File: src/rtl/core/rvdec_pkg.sv
package rvdec_pkg;

    localparam int ADDR_BITS = 13;

    typedef enum logic [6:0] {
        M_NONE, M_LUI, M_AUIPC, M_JAL, M_JALR, M_BEQ, M_BNE, M_BLT, M_BGE, M_BLTU, M_BGEU,
        M_LB, M_LH, M_LW, M_LD, M_LBU, M_LHU, M_LWU, M_SB, M_SH, M_SW, M_SD,
        M_ADDI, M_SLTI, M_SLTIU, M_XORI, M_ORI, M_ANDI, M_SLLI, M_SRLI, M_SRAI,
        M_ADD, M_SUB, M_SLL, M_SLT, M_SLTU, M_XOR, M_SRL, M_SRA, M_OR, M_AND,
        M_ADDIW, M_SLLIW, M_SRLIW, M_SRAIW, M_ADDW, M_SUBW, M_SLLW, M_SRLW, M_SRAW,
        M_FENCE, M_FENCE_I, M_ECALL, M_EBREAK,
        M_CSRRW, M_CSRRS, M_CSRRC, M_CSRRWI, M_CSRRSI, M_CSRRCI,
        M_C_ADDI4SPN, M_C_LW, M_C_LD, M_C_SW, M_C_SD,
        M_C_NOP, M_C_ADDI, M_C_ADDIW, M_C_LI, M_C_ADDI16SP, M_C_LUI,
        M_C_SRLI, M_C_SRAI, M_C_ANDI, M_C_SUB, M_C_XOR, M_C_OR, M_C_AND, M_C_SUBW,
        M_C_ADDW, M_C_J, M_C_BEQZ, M_C_BNEZ,
        M_C_SLLI, M_C_LWSP, M_C_LDSP, M_C_JR, M_C_MV, M_C_EBREAK, M_C_JALR, M_C_ADD,
        M_C_SWSP, M_C_SDSP
    } mnem_t;

    localparam logic [6:0] OP_LUI    = 7'h37;
    localparam logic [6:0] OP_AUIPC  = 7'h17;
    localparam logic [6:0] OP_JAL    = 7'h6F;
    localparam logic [6:0] OP_JALR   = 7'h67;
    localparam logic [6:0] OP_BRANCH = 7'h63;
    localparam logic [6:0] OP_LOAD   = 7'h03;
    localparam logic [6:0] OP_STORE  = 7'h23;
    localparam logic [6:0] OP_IMM    = 7'h13;
    localparam logic [6:0] OP_IMM32  = 7'h1B;
    localparam logic [6:0] OP_REG    = 7'h33;
    localparam logic [6:0] OP_REG32  = 7'h3B;
    localparam logic [6:0] OP_FENCE  = 7'h0F;
    localparam logic [6:0] OP_SYSTEM = 7'h73;

    typedef struct packed {
        mnem_t       mn;
        logic [4:0]  rd;
        logic [4:0]  ra;
        logic [4:0]  rb;
        logic [31:0] imm;
    } dec_t;

endpackage

File: src/rtl/core/rvdec_dec32.sv
module rvdec_dec32
    import rvdec_pkg::*;
(
    input  logic [31:0] w,
    output dec_t        d
);
    logic [6:0]  op;
    logic [4:0]  rd;
    logic [4:0]  rs1;
    logic [4:0]  rs2;
    logic [2:0]  f3;
    logic [6:0]  f7;
    logic [31:0] iimm;
    logic [31:0] simm;
    logic [31:0] bimm;
    logic [31:0] jimm;
    logic [31:0] uimm;
    logic [31:0] zhi;

    assign op   = w[6:0];
    assign rd   = w[11:7];
    assign f3   = w[14:12];
    assign rs1  = w[19:15];
    assign rs2  = w[24:20];
    assign f7   = w[31:25];
    assign iimm = {{20{w[31]}}, w[31:20]};
    assign simm = {{20{w[31]}}, w[31:25], w[11:7]};
    assign bimm = {{20{w[31]}}, w[7], w[30:25], w[11:8], 1'b0};
    assign jimm = {{12{w[31]}}, w[19:12], w[20], w[30:21], 1'b0};
    assign uimm = {w[31:12], 12'd0};
    assign zhi  = {20'd0, w[31:20]};

    always_comb
    begin
        d = '0;
        case (op)
            OP_LUI:   d = '{M_LUI, rd, 5'd0, 5'd0, uimm};
            OP_AUIPC: d = '{M_AUIPC, rd, 5'd0, 5'd0, uimm};
            OP_JAL:   d = '{M_JAL, rd, 5'd0, 5'd0, jimm};
            OP_JALR:
            begin
                if (f3 == 3'd0) d = '{M_JALR, rd, rs1, 5'd0, iimm};
            end
            OP_BRANCH:
            begin
                case (f3)
                    3'd0: d = '{M_BEQ, 5'd0, rs1, rs2, bimm};
                    3'd1: d = '{M_BNE, 5'd0, rs1, rs2, bimm};
                    3'd4: d = '{M_BLT, 5'd0, rs1, rs2, bimm};
                    3'd5: d = '{M_BGE, 5'd0, rs1, rs2, bimm};
                    3'd6: d = '{M_BLTU, 5'd0, rs1, rs2, bimm};
                    3'd7: d = '{M_BGEU, 5'd0, rs1, rs2, bimm};
                    default: d = '0;
                endcase
            end
            OP_LOAD:
            begin
                case (f3)
                    3'd0: d = '{M_LB, rd, rs1, 5'd0, iimm};
                    3'd1: d = '{M_LH, rd, rs1, 5'd0, iimm};
                    3'd2: d = '{M_LW, rd, rs1, 5'd0, iimm};
                    3'd3: d = '{M_LD, rd, rs1, 5'd0, iimm};
                    3'd4: d = '{M_LBU, rd, rs1, 5'd0, iimm};
                    3'd5: d = '{M_LHU, rd, rs1, 5'd0, iimm};
                    3'd6: d = '{M_LWU, rd, rs1, 5'd0, iimm};
                    default: d = '0;
                endcase
            end
            OP_STORE:
            begin
                case (f3)
                    3'd0: d = '{M_SB, 5'd0, rs1, rs2, simm};
                    3'd1: d = '{M_SH, 5'd0, rs1, rs2, simm};
                    3'd2: d = '{M_SW, 5'd0, rs1, rs2, simm};
                    3'd3: d = '{M_SD, 5'd0, rs1, rs2, simm};
                    default: d = '0;
                endcase
            end
            OP_IMM:
            begin
                case (f3)
                    3'd0: d = '{M_ADDI, rd, rs1, 5'd0, iimm};
                    3'd1:
                    begin
                        if (w[31:26] == 6'd0)
                            d = '{M_SLLI, rd, rs1, 5'd0, {26'd0, w[25:20]}};
                    end
                    3'd2: d = '{M_SLTI, rd, rs1, 5'd0, iimm};
                    3'd3: d = '{M_SLTIU, rd, rs1, 5'd0, iimm};
                    3'd4: d = '{M_XORI, rd, rs1, 5'd0, iimm};
                    3'd5:
                    begin
                        if (w[31:26] == 6'd0)
                            d = '{M_SRLI, rd, rs1, 5'd0, {26'd0, w[25:20]}};
                        else if (w[31:26] == 6'h10)
                            d = '{M_SRAI, rd, rs1, 5'd0, {26'd0, w[25:20]}};
                    end
                    3'd6: d = '{M_ORI, rd, rs1, 5'd0, iimm};
                    default: d = '{M_ANDI, rd, rs1, 5'd0, iimm};
                endcase
            end
            OP_IMM32:
            begin
                if (f3 == 3'd0)
                    d = '{M_ADDIW, rd, rs1, 5'd0, iimm};
                else if (f3 == 3'd1 && f7 == 7'd0)
                    d = '{M_SLLIW, rd, rs1, 5'd0, {27'd0, rs2}};
                else if (f3 == 3'd5 && f7 == 7'd0)
                    d = '{M_SRLIW, rd, rs1, 5'd0, {27'd0, rs2}};
                else if (f3 == 3'd5 && f7 == 7'h20)
                    d = '{M_SRAIW, rd, rs1, 5'd0, {27'd0, rs2}};
            end
            OP_REG:
            begin
                if (f7 == 7'd0)
                begin
                    case (f3)
                        3'd0: d = '{M_ADD, rd, rs1, rs2, 32'd0};
                        3'd1: d = '{M_SLL, rd, rs1, rs2, 32'd0};
                        3'd2: d = '{M_SLT, rd, rs1, rs2, 32'd0};
                        3'd3: d = '{M_SLTU, rd, rs1, rs2, 32'd0};
                        3'd4: d = '{M_XOR, rd, rs1, rs2, 32'd0};
                        3'd5: d = '{M_SRL, rd, rs1, rs2, 32'd0};
                        3'd6: d = '{M_OR, rd, rs1, rs2, 32'd0};
                        default: d = '{M_AND, rd, rs1, rs2, 32'd0};
                    endcase
                end
                else if (f7 == 7'h20 && f3 == 3'd0)
                    d = '{M_SUB, rd, rs1, rs2, 32'd0};
                else if (f7 == 7'h20 && f3 == 3'd5)
                    d = '{M_SRA, rd, rs1, rs2, 32'd0};
            end
            OP_REG32:
            begin
                if (f7 == 7'd0 && f3 == 3'd0) d = '{M_ADDW, rd, rs1, rs2, 32'd0};
                else if (f7 == 7'd0 && f3 == 3'd1) d = '{M_SLLW, rd, rs1, rs2, 32'd0};
                else if (f7 == 7'd0 && f3 == 3'd5) d = '{M_SRLW, rd, rs1, rs2, 32'd0};
                else if (f7 == 7'h20 && f3 == 3'd0) d = '{M_SUBW, rd, rs1, rs2, 32'd0};
                else if (f7 == 7'h20 && f3 == 3'd5) d = '{M_SRAW, rd, rs1, rs2, 32'd0};
            end
            OP_FENCE:
            begin
                if (f3 == 3'd0) d = '{M_FENCE, rd, rs1, 5'd0, zhi};
                else if (f3 == 3'd1) d = '{M_FENCE_I, rd, rs1, 5'd0, zhi};
            end
            OP_SYSTEM:
            begin
                case (f3)
                    3'd0:
                    begin
                        if (w == 32'h0000_0073) d = '{M_ECALL, 5'd0, 5'd0, 5'd0, 32'd0};
                        else if (w == 32'h0010_0073)
                            d = '{M_EBREAK, 5'd0, 5'd0, 5'd0, 32'd0};
                    end
                    3'd1: d = '{M_CSRRW, rd, rs1, 5'd0, zhi};
                    3'd2: d = '{M_CSRRS, rd, rs1, 5'd0, zhi};
                    3'd3: d = '{M_CSRRC, rd, rs1, 5'd0, zhi};
                    3'd5: d = '{M_CSRRWI, rd, rs1, 5'd0, zhi};
                    3'd6: d = '{M_CSRRSI, rd, rs1, 5'd0, zhi};
                    3'd7: d = '{M_CSRRCI, rd, rs1, 5'd0, zhi};
                    default: d = '0;
                endcase
            end
            default: d = '0;
        endcase
    end

endmodule

File: src/rtl/core/rvdec_dec16.sv
module rvdec_dec16
    import rvdec_pkg::*;
(
    input  logic [15:0] c,
    output dec_t        d
);
    logic [2:0]  f3;
    logic        b12;
    logic [4:0]  r5;
    logic [4:0]  s5;
    logic [4:0]  rp1;
    logic [4:0]  rp2;
    logic [31:0] sh6;
    logic [31:0] imm6;
    logic [31:0] uw;
    logic [31:0] ud;
    logic [31:0] u4spn;
    logic [31:0] n16sp;
    logic [31:0] nlui;
    logic [31:0] nj;
    logic [31:0] nb;
    logic [31:0] ulwsp;
    logic [31:0] uldsp;
    logic [31:0] uswsp;
    logic [31:0] usdsp;

    assign f3    = c[15:13];
    assign b12   = c[12];
    assign r5    = c[11:7];
    assign s5    = c[6:2];
    assign rp1   = {2'b01, c[9:7]};
    assign rp2   = {2'b01, c[4:2]};
    assign sh6   = {26'd0, b12, s5};
    assign imm6  = {{26{b12}}, b12, s5};
    assign uw    = {25'd0, c[5], c[12:10], c[6], 2'd0};
    assign ud    = {24'd0, c[6:5], c[12:10], 3'd0};
    assign u4spn = {22'd0, c[10:7], c[12:11], c[5], c[6], 2'd0};
    assign n16sp = {{22{b12}}, b12, c[4:3], c[5], c[2], c[6], 4'd0};
    assign nlui  = {{14{b12}}, b12, s5, 12'd0};
    assign nj    = {{20{b12}}, b12, c[8], c[10:9], c[6], c[7], c[2], c[11], c[5:3], 1'b0};
    assign nb    = {{23{b12}}, b12, c[6:5], c[2], c[11:10], c[4:3], 1'b0};
    assign ulwsp = {24'd0, c[3:2], b12, c[6:4], 2'd0};
    assign uldsp = {23'd0, c[4:2], b12, c[6:5], 3'd0};
    assign uswsp = {24'd0, c[8:7], c[12:9], 2'd0};
    assign usdsp = {23'd0, c[9:7], c[12:10], 3'd0};

    always_comb
    begin
        d = '0;
        case (c[1:0])
            2'd0:
            begin
                case (f3)
                    3'd0:
                    begin
                        if (u4spn != 32'd0) d = '{M_C_ADDI4SPN, rp2, 5'd2, 5'd0, u4spn};
                    end
                    3'd2: d = '{M_C_LW, rp2, rp1, 5'd0, uw};
                    3'd3: d = '{M_C_LD, rp2, rp1, 5'd0, ud};
                    3'd6: d = '{M_C_SW, 5'd0, rp1, rp2, uw};
                    3'd7: d = '{M_C_SD, 5'd0, rp1, rp2, ud};
                    default: d = '0;
                endcase
            end
            2'd1:
            begin
                case (f3)
                    3'd0:
                    begin
                        if (r5 == 5'd0) d = '{M_C_NOP, 5'd0, 5'd0, 5'd0, imm6};
                        else d = '{M_C_ADDI, r5, r5, 5'd0, imm6};
                    end
                    3'd1:
                    begin
                        if (r5 != 5'd0) d = '{M_C_ADDIW, r5, r5, 5'd0, imm6};
                    end
                    3'd2: d = '{M_C_LI, r5, 5'd0, 5'd0, imm6};
                    3'd3:
                    begin
                        if (r5 == 5'd2)
                        begin
                            if (n16sp != 32'd0) d = '{M_C_ADDI16SP, 5'd2, 5'd2, 5'd0, n16sp};
                        end
                        else if (nlui != 32'd0)
                            d = '{M_C_LUI, r5, 5'd0, 5'd0, nlui};
                    end
                    3'd4:
                    begin
                        case (c[11:10])
                            2'd0: d = '{M_C_SRLI, rp1, rp1, 5'd0, sh6};
                            2'd1: d = '{M_C_SRAI, rp1, rp1, 5'd0, sh6};
                            2'd2: d = '{M_C_ANDI, rp1, rp1, 5'd0, imm6};
                            default:
                            begin
                                case ({b12, c[6:5]})
                                    3'd0: d = '{M_C_SUB, rp1, rp1, rp2, 32'd0};
                                    3'd1: d = '{M_C_XOR, rp1, rp1, rp2, 32'd0};
                                    3'd2: d = '{M_C_OR, rp1, rp1, rp2, 32'd0};
                                    3'd3: d = '{M_C_AND, rp1, rp1, rp2, 32'd0};
                                    3'd4: d = '{M_C_SUBW, rp1, rp1, rp2, 32'd0};
                                    3'd5: d = '{M_C_ADDW, rp1, rp1, rp2, 32'd0};
                                    default: d = '0;
                                endcase
                            end
                        endcase
                    end
                    3'd5: d = '{M_C_J, 5'd0, 5'd0, 5'd0, nj};
                    3'd6: d = '{M_C_BEQZ, 5'd0, rp1, 5'd0, nb};
                    default: d = '{M_C_BNEZ, 5'd0, rp1, 5'd0, nb};
                endcase
            end
            default:
            begin
                case (f3)
                    3'd0: d = '{M_C_SLLI, r5, r5, 5'd0, sh6};
                    3'd2:
                    begin
                        if (r5 != 5'd0) d = '{M_C_LWSP, r5, 5'd2, 5'd0, ulwsp};
                    end
                    3'd3:
                    begin
                        if (r5 != 5'd0) d = '{M_C_LDSP, r5, 5'd2, 5'd0, uldsp};
                    end
                    3'd4:
                    begin
                        if (!b12)
                        begin
                            if (s5 != 5'd0) d = '{M_C_MV, r5, 5'd0, s5, 32'd0};
                            else if (r5 != 5'd0) d = '{M_C_JR, 5'd0, r5, 5'd0, 32'd0};
                        end
                        else
                        begin
                            if (r5 == 5'd0 && s5 == 5'd0)
                                d = '{M_C_EBREAK, 5'd0, 5'd0, 5'd0, 32'd0};
                            else if (s5 == 5'd0)
                                d = '{M_C_JALR, 5'd1, r5, 5'd0, 32'd0};
                            else
                                d = '{M_C_ADD, r5, r5, s5, 32'd0};
                        end
                    end
                    3'd6: d = '{M_C_SWSP, 5'd0, 5'd2, s5, uswsp};
                    3'd7: d = '{M_C_SDSP, 5'd0, 5'd2, s5, usdsp};
                    default: d = '0;
                endcase
            end
        endcase
    end

endmodule

File: src/rtl/core/riscv_instruction_decoder.sv
// Inputs go from the input register through the decoders into the result register.
// Throughput: one instruction per cycle; a stage advances when the stage after it has room.
// The input register and the result register each hold one transaction.
// Reset (rst_n low, asynchronous) clears both valid flags, start_reg and the pointer.
// The instruction pointer is updated in the input stage, the only feedback path with an adder.
module riscv_instruction_decoder
    import rvdec_pkg::*;
(
    input  logic                 clk,
    input  logic                 rst_n,
    input  logic                 cfg_valid,
    output logic                 cfg_ready,
    input  logic [12:0]          cfg_data,
    input  logic                 in_valid,
    output logic                 in_stall,
    input  logic [31:0]          insn_word,
    input  logic                 restart,
    output logic                 out_valid,
    input  logic                 out_stall,
    output logic [12:0]          insn_address,
    output logic                 is_compressed,
    output logic [6:0]           mnemonic,
    output logic [4:0]           dest_reg,
    output logic [4:0]           src_reg_a,
    output logic [4:0]           src_reg_b,
    output logic signed [31:0]   immediate,
    output logic                 valid_res
);
    logic [ADDR_BITS-1:0] start_reg;
    logic [ADDR_BITS-1:0] ptr_reg;
    logic [ADDR_BITS-1:0] ptr_base;
    logic [ADDR_BITS-1:0] ptr_next;
    logic                 s1_valid_reg;
    logic [31:0]          s1_word_reg;
    logic [ADDR_BITS-1:0] s1_addr_reg;
    logic                 s2_valid_reg;
    logic                 s1_adv;
    logic                 s2_load;
    logic                 comp_in;
    logic                 s1_comp;
    dec_t                 d32;
    dec_t                 d16;
    dec_t                 dsel;
    dec_t                 s2_dec_reg;
    logic [ADDR_BITS-1:0] s2_addr_reg;
    logic                 s2_comp_reg;

    assign cfg_ready = 1'b1;
    assign s2_load   = !s2_valid_reg || !out_stall;
    assign s1_adv    = !s1_valid_reg || s2_load;
    assign in_stall  = !s1_adv;
    assign comp_in   = insn_word[1:0] != 2'b11;
    assign ptr_base  = restart ? start_reg : ptr_reg;
    assign ptr_next  = ptr_base + (comp_in ? ADDR_BITS'(2) : ADDR_BITS'(4));

    always_ff @(posedge clk or negedge rst_n)
    begin
        if (!rst_n)
        begin
            start_reg    <= '0;
            ptr_reg      <= '0;
            s1_valid_reg <= 1'b0;
            s2_valid_reg <= 1'b0;
        end
        else
        begin
            if (cfg_valid && cfg_ready)
                start_reg <= ADDR_BITS'(cfg_data);
            if (in_valid && !in_stall)
                ptr_reg <= ptr_next;
            if (s1_adv)
                s1_valid_reg <= in_valid;
            if (s2_load)
                s2_valid_reg <= s1_valid_reg;
        end
    end

    always_ff @(posedge clk)
    begin
        if (in_valid && !in_stall)
        begin
            s1_word_reg <= insn_word;
            s1_addr_reg <= ptr_base;
        end
        if (s2_load && s1_valid_reg)
        begin
            s2_dec_reg  <= dsel;
            s2_addr_reg <= s1_addr_reg;
            s2_comp_reg <= s1_comp;
        end
    end

    assign s1_comp = s1_word_reg[1:0] != 2'b11;

    rvdec_dec32 u_dec32 (
        .w (s1_word_reg),
        .d (d32)
    );

    rvdec_dec16 u_dec16 (
        .c (s1_word_reg[15:0]),
        .d (d16)
    );

    assign dsel = s1_comp ? d16 : d32;

    assign out_valid     = s2_valid_reg;
    assign insn_address  = 13'(s2_addr_reg);
    assign is_compressed = s2_comp_reg;
    assign mnemonic      = s2_dec_reg.mn;
    assign dest_reg      = s2_dec_reg.rd;
    assign src_reg_a     = s2_dec_reg.ra;
    assign src_reg_b     = s2_dec_reg.rb;
    assign immediate     = s2_dec_reg.imm;
    assign valid_res     = s2_dec_reg.mn != M_NONE;

endmodule

File: config.mk
export PLATFORM = sky130hd
export DESIGN_NAME = riscv_instruction_decoder
export DESIGN_NICKNAME = d
export VERILOG_FILES = /design/src/rtl/core/rvdec_pkg.sv /design/src/rtl/core/rvdec_dec32.sv /design/src/rtl/core/rvdec_dec16.sv /design/src/rtl/core/riscv_instruction_decoder.sv
export SDC_FILE = /design/constraint.sdc
export NUM_CORES = 1
export LEC_CHECK = 0
export BUFFER_PORTS_ARGS = -buffer_cell sky130_fd_sc_hd__buf_2
export CELL_PAD_IN_SITES_DETAIL_PLACEMENT = 1
export CELL_PAD_IN_SITES_GLOBAL_PLACEMENT = 1
export CORE_MARGIN = 5
export CORE_UTILIZATION = 45
export DETAILED_ROUTE_END_ITERATION = 10
export PLACE_DENSITY_LB_ADDON = 0.25
export REMOVE_ABC_BUFFERS = 1
export SYNTH_ARGS = -nofsm -noshare
export SYNTH_HDL_FRONTEND = slang
export SYNTH_SLANG_ARGS = --single-unit
File: constraint.sdc
create_clock -name clk -period 7.4 [get_ports clk]
set_clock_uncertainty 0.15 [all_clocks]
set_input_delay 0.74 -clock clk [delete_from_list [all_inputs] [get_ports clk]]
set_output_delay 0.74 -clock clk [all_outputs]
set_load 0.005 [all_outputs]
==> impl_results.md <==
* Status: completed
* Prevailing post-synth register cell: edfxtp_1
* Worst min-delay path class: in2async
* CTS clk-pin slew, worst paths at 0.07 ns
* # H-tree levels at 4
* Crit end category: flop
* CP arrival at 4.22 ns
* Post-cts repair resize count at 0
* Initial Util at 45.9%
* Final min period at 4.20 ns
* Worst R2R Path Depth at 6
* Pwr Density at 245 nW/um^2
* Area delta synth->final at 15.8%
* Mean Syn Cell Area at 10.0 sq um
* Initial antenna violation count at 0
* Maximum vdd drop at 162 uV
* Post-place setup slack at 3.38 ns
* R2r startpoint: s1_word_reg[3]
* Final setup vio count at 0
* Seq/Total Area, Yosys at 49.4%
* Std-Cell Core Area at 18,100 sq um
* Vias per inst at 6.76
* Worst slew pin tran at 1.16 ns
* Cells after synthesis at 829
* Clock tree sinks at 141
* Die Ht at 146 um
* Pint at 1.65 mW
* Hold buffer count at cts at 0
* Worst reg-to-reg setup slack at 3.20 ns
* Routed vias at 7,785
* Net switching power at 0.711 mW
* Number of fill cells in the layout at 2,016
* GRT Residual Overflow at 0
* Crit Path Max Fanout at 24
* Gpl congestion at 0.989
* FFs w/ async S/R, synth at 19.9%
* IO Count at 123
* CTS tree: done
* DP HPWL at 23,400 um
* Pin count of the biggest net entering global routing at 69
* Max Fclk at 238 MHz
* EDFF count, synth at 113
* Post-Route Setup TNS at 0 ns
* Vias in the first global route at 8,116
* Clock buffer depth at 2
* Comb pwr share at 16.6%
* Max incr delay on CP at 1.01 ns
* RSZ-0062 raised after global routing: false
* Root buffer cell: clkbuf_16
* First DRT Iteration DRCs at 925
* Post-Syn Area at 8290 sq um
* Layout cells sized above 1 at 21.9%
* WL/cell at 29.2 um
* Clk_lat worst skew at 0.44 ns
* Fin crit share at 56.7%
* Die width at 146 um
* Critical Path Source Type: flop
* Nets at 971
* Antenna cells at 0
* First drt pass iteration count at 8
* Yosys cell types at 82
* Clock share of power at 39.7%
* Max_cap viols at 0
* Drt drc at 0
* First-pass GRT wire length at 50,900 um
* Seq pwr share at 43.7%
* Slowest CP cell: edfxtp_1
* Antenna-violating nets left at 0
* Slew headroom at 20.9%
* Post-Route WL at 33,600 um
* IO buf count at 121
* Synth Register Bits at 141
* WS Path Type: reg2reg
* Leak at 3.88 nW
* Num CTS Buffers at 17
* Worst R2R End: dest_reg[1]
* Worst Path Required at 7.43 ns
* Site Rows at 49
* Synth Warn # at 0
* Crit path cell chain: nand4bb_1, nor2_1, a21oi_1, nand4_1, or3_1, a221o_1
* Post-route setup slack at 3.20 ns
* Net Sw Frac at 30.2%
* Setup bufs post-CTS at 0
* Max-slew violation count at 0
* Die area at 21,200 sq um
* Final hold violations at 0
* GRT Resource Usage Total at 31.3%
==> how the worst max path moves through the flow <==
stage,endpoint,startpoint,slack [ns]
floorplan,dest_reg[0],out_stall,0.99
global placement,dest_reg[3],s1_word_reg[3],3.58
detailed placement,dest_reg[1],s1_word_reg[3],3.38
CTS,dest_reg[1],s1_word_reg[3],3.37
global route,dest_reg[1],s1_word_reg[3],3.14
finish,dest_reg[1],s1_word_reg[3],3.20
==> through the flow <==
stage          total power, mW  hold slack (ns)  instances  utilization [%]  instance area [sq um]
3_3_place_gp              1.40            0.252       1120             49.6                   8970
5_1_grt                   2.44            0.220       1152             53.1                   9610
3_5_place_dp              1.42            0.255       1120             49.6                   8970
2_1_floorplan             1.24            0.250        759                -                   7990
4_1_cts                   2.36            0.193       1152             53.1                   9610
6_report                  2.36            0.179       1152             53.1                   9610
==> final cells by class <==
class,count,area (sq um),area share (%)
Clock buffer,19,464,4.83
Clock inverter,13,169,1.76
Inverter,22,82.6,0.860
Multi-Input combinational cell,596,3820,39.8
Sequential cell,141,4090,42.6
Tap cell,229,287,2.98
Timing Repair Buffer,132,688,7.16
==> critical path: cells and delay by family, from the launching register on <==
kind | cells | cell delay (ns)
and+or+nand+nor | 4 | 1.80
AOI/OAI and AO/OA | 2 | 0.98
DFF | 1 | 1.01
==> cell families after synthesis <==
kind of cell	share of synthesized area, %
muxes	3.71
xor gates and xnor gates	1.27
adders and majority gates	1.72
AOI/OAI and AO/OA	21.5
other	0.0452
DFF	49.4
and+or+nand+nor	17.7
buffers and inverters	4.71
==> power groups by stage <==
stage / Sequential, mW / Combinational [mW] / Clock, mW
2_1_floorplan: 1.04 / 0.199 / 0
3_3_place_gp: 1.04 / 0.366 / 0
3_5_place_dp: 1.04 / 0.381 / 0
4_1_cts: 1.03 / 0.386 / 0.942
5_1_grt: 1.04 / 0.421 / 0.986
6_report: 1.03 / 0.391 / 0.935
==> routing by layer <==
layer / up-vias / track usage (%) / routed length [um]
met2: 503 / 50.9 / 16200
met4: 0 / 13.2 / 1410
li1: 3322 / - / -
met3: 122 / 8.13 / 3260
met5: - / 0 / 0
met1: 3838 / 39.7 / 12700
==> cells in the final DEF, fill, tap and decap left out, types with 11 or more instances in the layout <==
cell / n
inv_1: 20
nand2b_1: 15
buf_2: 121
mux2_2: 22
buf_4: 11
nor2b_1: 12
a211oi_1: 15
dfrtp_1: 28
a21oi_1: 45
o21ai_0: 51
a21o_1: 23
nand2_1: 93
clkbuf_16: 18
nor2_1: 53
edfxtp_1: 113
nor4_1: 18
a31oi_1: 12
nand3_1: 19
nor3_1: 21
==> cells in the mapped netlist, types with 19 or more instances <==
cell | n | area share (%)
nand2_1 | 93 | 4.2
o21ai_0 | 51 | 3.1
dfrtp_1 | 28 | 8.4
a21o_1 | 23 | 2.1
a21oi_1 | 45 | 2.7
clkbuf_1 | 38 | 1.7
mux2_2 | 22 | 3.0
inv_1 | 21 | 0.95
edfxtp_1 | 113 | 41
nor3_1 | 21 | 1.3
nand3_1 | 19 | 1.1
nor2_1 | 53 | 2.4
Note: power is estimated with default switching activity, not from simulation.
